===== config.mk =====
export PLATFORM = sky130hd
export DESIGN_NAME = hsr2_ctrl
export DESIGN_NICKNAME = d
export VERILOG_FILES = /design/src/sv/hsr2_pkg.sv /design/src/sv/hsr2_ctrl.sv
export SDC_FILE = /design/constraint.sdc
export NUM_CORES = 1
export LEC_CHECK = 0
export ABC_CLOCK_PERIOD_IN_PS = 7520
export BUFFER_PORTS_ARGS = -buffer_cell sky130_fd_sc_hd__buf_4
export CELL_PAD_IN_SITES_DETAIL_PLACEMENT = 2
export CELL_PAD_IN_SITES_GLOBAL_PLACEMENT = 2
export CORE_UTILIZATION = 23
export CTS_BUF_LIST = sky130_fd_sc_hd__clkbuf_8 sky130_fd_sc_hd__clkbuf_16
export DETAILED_ROUTE_END_ITERATION = 12
export HOLD_SLACK_MARGIN = 0.05
export PLACE_DENSITY_LB_ADDON = 0.1
export SYNTH_ARGS = -nofsm -noshare
export SYNTH_HDL_FRONTEND = slang
export SYNTH_SLANG_ARGS = --single-unit

===== constraint.sdc =====
create_clock -name clock -period 7.52 [get_ports clock]
set_input_delay 1.88 -clock clock [delete_from_list [all_inputs] [get_ports clock]]
set_output_delay 1.88 -clock clock [all_outputs]
set_load 0.05 [all_outputs]

===== src/sv/hsr2_pkg.sv =====
// Shared types and codes for the Hessenberg symmetric rank-2k update block.
// No dependencies; the controller, datapath and top import this package.
package hsr2_pkg;

   localparam int DEF_MAX_ORDER = 8;
   localparam int IDX_W = 3;
   localparam int VAL_W = 32;
   localparam int ORD_W = 4;
   localparam int SUM_W = 68;   // sum of up to sixteen 64-bit products
   localparam int ACC_W = 88;   // alpha*R plus beta*S before the final shift
   localparam int CSR_IDX_W = 3;

   localparam logic [1:0] MODE_LOAD_R = 2'd0;
   localparam logic [1:0] MODE_LOAD_H = 2'd1;
   localparam logic [1:0] MODE_LOAD_X = 2'd2;
   localparam logic [1:0] MODE_START  = 2'd3;

   localparam logic [CSR_IDX_W-1:0] CSR_ALPHA     = 3'd0;
   localparam logic [CSR_IDX_W-1:0] CSR_BETA      = 3'd1;
   localparam logic [CSR_IDX_W-1:0] CSR_UPPER     = 3'd2;
   localparam logic [CSR_IDX_W-1:0] CSR_TRANSPOSE = 3'd3;
   localparam logic [CSR_IDX_W-1:0] CSR_ORDER     = 3'd4;

   typedef struct packed {
      logic [1:0]              mode;
      logic [IDX_W-1:0]        row_index;
      logic [IDX_W-1:0]        col_index;
      logic signed [VAL_W-1:0] value;
   } req_payload_type;

   typedef struct packed {
      logic [IDX_W-1:0]        out_row;
      logic [IDX_W-1:0]        out_col;
      logic signed [VAL_W-1:0] out_value;
      logic                    last;
   } rsp_payload_type;

   typedef struct packed {
      logic signed [VAL_W-1:0] alpha_scale;
      logic signed [VAL_W-1:0] beta_scale;
      logic                    use_upper;
      logic                    transpose_form;
      logic [ORD_W-1:0]        order;
   } cfg_type;

   // controller to datapath
   typedef struct packed {
      logic             issue;   // read one H/X term pair
      logic             first;   // first term of an element: read R, clear sum
      logic             second;  // second product of the current l
      logic [IDX_W-1:0] l;
      logic [IDX_W-1:0] i;
      logic [IDX_W-1:0] j;
      logic             mlo;
      logic             mhi;
      logic             sum;
      logic             fin;
      logic             last;
   } cmd_type;

   // datapath and top to controller
   typedef struct packed {
      logic start;
      logic out_free;
   } status_type;

endpackage


===== src/sv/hsr2_ctrl.sv =====
// Sequencer for the rank-2k update: walks the triangle and the term index.
// Depends on hsr2_pkg.
module hsr2_ctrl #(
   parameter int MAX_ORDER = hsr2_pkg::DEF_MAX_ORDER
) (
   input  logic                 clock,
   input  logic                 reset,
   input  hsr2_pkg::cfg_type    cfg,
   input  hsr2_pkg::status_type stat,
   output hsr2_pkg::cmd_type    cmd,
   output logic                 busy
);
   import hsr2_pkg::*;

   localparam logic [2:0] ST_IDLE  = 3'd0;
   localparam logic [2:0] ST_ISSUE = 3'd1;
   localparam logic [2:0] ST_DRAIN = 3'd2;
   localparam logic [2:0] ST_MLO   = 3'd3;
   localparam logic [2:0] ST_MHI   = 3'd4;
   localparam logic [2:0] ST_SUM   = 3'd5;
   localparam logic [2:0] ST_FIN   = 3'd6;

   localparam logic [ORD_W-1:0] MAX_N = ORD_W'(MAX_ORDER);

   logic [2:0]       state_ff, state_in;
   logic [4:0]       term_ff, term_in;
   logic             drain_ff, drain_in;
   logic [IDX_W-1:0] i_ff, i_in, j_ff, j_in;

   logic [ORD_W-1:0] n_eff;
   logic [IDX_W-1:0] n_last, row_hi;
   logic [4:0]       term_end;
   logic             last_elem;

   always_comb begin
      n_eff    = (cfg.order > MAX_N) ? MAX_N : cfg.order;
      n_last   = IDX_W'(n_eff - 4'd1);
      term_end = (cfg.beta_scale == '0) ? 5'd0 : 5'({n_eff, 1'b0} - 5'd1);
      row_hi   = cfg.use_upper ? j_ff : n_last;
      last_elem = (j_ff == n_last) && (i_ff == row_hi);
   end

   always_comb begin
      state_in = state_ff;
      term_in  = term_ff;
      drain_in = drain_ff;
      i_in     = i_ff;
      j_in     = j_ff;
      case (state_ff)
         ST_IDLE: begin
            if (stat.start && n_eff != '0) begin
               state_in = ST_ISSUE;
               term_in  = '0;
               i_in     = '0;
               j_in     = '0;
            end
         end
         ST_ISSUE: begin
            term_in = term_ff + 5'd1;
            if (term_ff == term_end) begin
               state_in = ST_DRAIN;
               drain_in = 1'b0;
            end
         end
         ST_DRAIN: begin
            drain_in = 1'b1;
            if (drain_ff) begin
               state_in = ST_MLO;
            end
         end
         ST_MLO: state_in = ST_MHI;
         ST_MHI: state_in = ST_SUM;
         ST_SUM: state_in = ST_FIN;
         ST_FIN: begin
            if (stat.out_free) begin
               term_in = '0;
               if (last_elem) begin
                  state_in = ST_IDLE;
               end else begin
                  state_in = ST_ISSUE;
                  if (i_ff == row_hi) begin
                     j_in = j_ff + 3'd1;
                     i_in = cfg.use_upper ? '0 : IDX_W'(j_ff + 3'd1);
                  end else begin
                     i_in = i_ff + 3'd1;
                  end
               end
            end
         end
         default: state_in = ST_IDLE;
      endcase
   end

   always_ff @(posedge clock) begin
      if (reset) begin
         state_ff <= ST_IDLE;
         term_ff  <= '0;
         drain_ff <= 1'b0;
         i_ff     <= '0;
         j_ff     <= '0;
      end else begin
         state_ff <= state_in;
         term_ff  <= term_in;
         drain_ff <= drain_in;
         i_ff     <= i_in;
         j_ff     <= j_in;
      end
   end

   always_comb begin
      cmd.issue  = (state_ff == ST_ISSUE);
      cmd.first  = (state_ff == ST_ISSUE) && (term_ff == '0);
      cmd.second = term_ff[0];
      cmd.l      = term_ff[3:1];
      cmd.i      = i_ff;
      cmd.j      = j_ff;
      cmd.mlo    = (state_ff == ST_MLO);
      cmd.mhi    = (state_ff == ST_MHI);
      cmd.sum    = (state_ff == ST_SUM);
      cmd.fin    = (state_ff == ST_FIN) && stat.out_free;
      cmd.last   = last_elem;
   end

   assign busy = (state_ff != ST_IDLE);
endmodule


-- Word level (Yosys, flattened, before mapping)
Cells that the tools add are included.
- $add $sub $neg: 5
- magnitude comparators: 1
- equality and inequality tests: 15
- multiplexer cells: 24
- reductions and logical operators: 17
- operators with widths (cell ; count):
    2-to-1 mux 3 bit ; 13
    zero test 32 bit ; 1
    one-hot mux 3 bit (7 select lines) ; 1
    2-to-1 mux 5 bit ; 3
    one-hot mux 5 bit (3 select lines) ; 1
    one-hot mux 3 bit (2 select lines) ; 2
    inequality test 2 bit (second input constant) ; 5
    == test 3 bit (second input constant) ; 3
    AND reduction 4 bit ; 2
    adder 3 x 1 -> 3 bit (second input constant) ; 2
    == test 3 x 2 -> 1 bit (second input constant) ; 2
    == test 3 bit ; 2
    nonzero test 3 bit ; 2
    adder 5 x 1 -> 5 bit (second input constant) ; 1
    == test 5 bit ; 1
    zero test 5 bit ; 1
    AND reduction 5 bit ; 1
    subtractor 5 x 1 -> 5 bit (second input constant) ; 1
    greater-than comparator 4 bit (second input constant) ; 1
    logical AND 1 bit ; 4
    2-to-1 mux 4 bit ; 1
    nonzero test 2 bit ; 2
    nonzero test 4 bit ; 1
    == test 3 x 1 -> 1 bit (second input constant) ; 1
    7 further kinds ; 8
- bits in registers: 15
- input port bits: 74

-- Longest topological paths before layout
- depth in word-level cells: 9
- mapped depth: 8
- mapped depth without buffers: 6

-- Least setup slack after synthesis
No wires, ideal clock.
- path type: in2out
- start: input port cfg[1] in the netlist's numbering
- end: output port cmd[0] in the netlist's numbering
- data arrival time: 3.178 ns
- required time: 5.640 ns
- path slack: 2.462 ns
- stages on the path: 8
- cells stage by stage: buf_4 > nor3_4 > o41ai_1 > a2111oi_2 > nand2b_1 > buf_6 > nor2b_1 > buf_4
- longest elaborated chain between the ends: 6
- elaborated cells between the ends (all ways): 7
- classes of those cells: add/sub (1); order compare (1); eq/ne (2); mux (2); reduce/logical (1)
- ends and longest elaborated chain (what ; RTL line ; source):
    start, declared ; hsr2_ctrl.sv:8 ; input hsr2_pkg::cfg_type cfg,
    greater-than comparator 4 bit ; hsr2_ctrl.sv:36 ; n_eff = (cfg.order > MAX_N) ? MAX_N : cfg.order;
    2-to-1 mux 4 bit * ; hsr2_ctrl.sv:36 ;
    subtractor 3 x 1 -> 3 bit * ; hsr2_ctrl.sv:37 ; n_last = IDX_W'(n_eff - 4'd1);
    2-to-1 mux 3 bit ; hsr2_ctrl.sv:39 ; row_hi = cfg.use_upper ? j_ff : n_last;
    == test 3 bit ; hsr2_ctrl.sv:40 ; last_elem = (j_ff == n_last) && (i_ff == row_hi);
    logical AND 1 bit * ; hsr2_ctrl.sv:40 ;
    end, declared ; hsr2_ctrl.sv:10 ; output hsr2_pkg::cmd_type cmd,
Every way passes the cells marked *; elsewhere a longest branch is shown, timed or not.

==> out/metrics.cfg <==
[status]
outcome = finished clean

[sta]
max_freq_mhz = 187
fin_ws_ns = 2.16
tightest_slew_ns = 0.587
fin_crit_ns = 5.36
rsz0062_at_grt = no
drv_slew = 0
finalHoldWorstSlack_ns = 0.525
setup_viol = 0
hold_violations = 0
max_slew_margin_pct = 59.8
tns_ns = 0
fin_crit_sh_pct = 71.3
skew_ns = 0.00256

[synthesis]
synth-compound-area-share_pct = 26.2
synthAdderAreaFrac_pct = 3.48
synth_fp_nets = 265
yosysWarnings = 0
async_flop_share_pct = 0
yosys.area_share.simple_pct = 33.8
synth_area_leader_cell = dfxtp_1
muxShareOfSynthArea_pct = 2.09
synth_area_leaders = dfxtp_1, nor2_1, nor4_1
synth_top_area_share_pct = 20.9
synthXorXnorAreaFrac_pct = 3.66
netlist-cell-type-count = 56
synth_ff_type = dfxtp_1
synth_edf_count = 0
syn-cell-area_um2 = 1440
seq_area_frac_synth_pct = 20.9
syn_area_per_cell_um2 = 7.68
synth_cells = 187
synth_top_family_by_area = simple AND/OR/NAND/NOR gates
ys_ff_latch = 15

[clock_tree]
clock_latency_ns = 0.25
cts_sinks = 15
h-tree-depth = 1
numCtsBuffers = 3
hold_buffers = 0
cts_tree = yes
cts_resized = 0
post_cts_buffers = 0
clockRootBuffer = clkbuf_8
cts.path.max_buffers = 2
clk_pin_slew_ns = 0.07

[global_route]
overflow = 0
grt_use_total_pct = 16.6
grt_use_met1_pct = 18.8
grt_busiest_layer = met2
grt_pass1_wl_um = 8320
grt_use_met3_pct = 3.48
antenna_found_initial = 0
grt_max_degree = 19
first_global_vias = 1705
grt_util_met2_pct = 31.8

[hold_path]
hp-class = flip-flop to flip-flop
worst_hold_path.num_cells = 2

[power]
peakVddDrop_mv = 0.0426
leakage_nw = 0.756
cellPowerDensity_nw_per_um2 = 108

[die]
initial_core_util_pct = 24.1
die_w_um = 81.0
io_pins = 92
core_area_um2 = 5960
dieArea_um2 = 6570
rows = 28
die_h_um = 81.0

[final_layout]
diodes = 0
finalNetCount = 314
final_layout_size_suffix_gt1_share_pct = 30.2
area_growth_pct = 33.6
final_common_cell = buf_4
instances_no_fill = 310
final_cell_mix = buf_4, nor2_1, dfxtp_1

[worst_setup_path]
worstPathRequired_ns = 5.64
start_kind = input port
crit_chain = buf_4 > o21a_1 > o41ai_1 > a2111oi_2 > nand2b_1 > nor2b_1 > buf_4
critical_path_class = input port to output port
worstPathArrival_ns = 3.48
critPathMaxStageDelay_ns = 0.48
critPathCaptureType = output port
crit_top_cell = buf_4
r2r_cells = 6
critical_path_buf_inv_count = 2
slowest_stage = o41ai_1
crit_family = compound AO/OA/AOI/OAI gates
cp.depth = 7
cp_max_fo = 10

[route]
drcViolationCount = 0
ant_nets = 0
wl_per_cell_um = 15.7
drtPass1Iterations = 2
via_per_inst = 5.06
drtIter0Drc = 46
routed_wl_um = 4860
dr_total_vias = 1570

[place]
place_hpwl_um = 4030
port_buffers = 58
dp_cells = 306
pre_cts_slack_ns = 2.13
finalWeightedCongestion = 0.695

[run]
maxCapViolations = 0

[metal layers]
metal,up-vias,share of wire [%]
met2,24,52
met5,-,0
li1,793,-
met4,0,0.47
met3,2,3.0
met1,751,45
[logic make-up (layout without fill, tap and decap cells)]
logic type	count (synthesis)	after routing
multiplexers	3	3
XOR/XNOR	6	6
adder cells (fa/ha/maj)	4	4
AND/OR/NAND/NOR	83	83
flip-flops	15	15
buffers and inverters	27	75
AO/OA/AOI/OAI	49	49
[sequential cells by signal, summed over array words and instances (netlist names)]
name and count:
drain_ff 1, j_ff 3, term_ff 5, i_ff 3, state_ff 3
[layout make-up]
cell class	count	area, µm²
Inverter	13	48.8
Timing Repair Buffer	58	435
Fill cell	728	4040
Sequential cell	15	300
Tap cell	75	93.8
Clock buffer	3	41.3
Clock inverter	1	5.00
Multi-Input combinational cell	145	995
[tightest hold or removal path: cells and delay by family, from the launching register on]
family / cells / cell delay [ns]
simple gates: 1 / 0.11
flops: 1 / 0.32
compound gates: 1 / 0.05
[Yosys cell counts (all sizes together), types with 2 or more instances]
cell type	instances
o21a	2
a2111oi	2
xnor2	3
nor3b	5
nor4	11
dfxtp	15
xor2	3
o22ai	3
nand3	3
clkbuf	4
buf	10
a21oi	5
nand4	5
nor3	4
o31ai	4
o41ai	4
nand2	11
inv	13
o21ai	11
ha	4
a211oi	4
and3	2
nor2	21
mux2i	3
or3	2
nand2b	6
nor2b	5
[power breakdown]
part           switching, mW  internal, mW
combinational         0.0304        0.0255
clock                 0.0318        0.0368
sequential           0.00173        0.0804
total                 0.0639         0.143
[stage by stage]
step	instance area, µm²	util, %	total power, mW
6_report	1920	32.2	0.207
5_1_grt	1920	32.2	0.219
4_1_cts	1920	32.2	0.211
3_5_place_dp	1870	31.4	0.141
3_3_place_gp	1870	31.4	0.140
2_1_floorplan	1440	-	0.116
[final timing paths]
kind / start / endpoint / slack [ns]
hold / removal: drain_ff / drain_ff / 0.52
setup / recovery: cfg[0] / cmd[0] / 2.16
hold reg to reg: drain_ff / drain_ff / 0.52
setup reg to reg: j_ff[2] / state_ff[0] / 5.30
No activity file was read; power rests on OpenSTA's default activity.
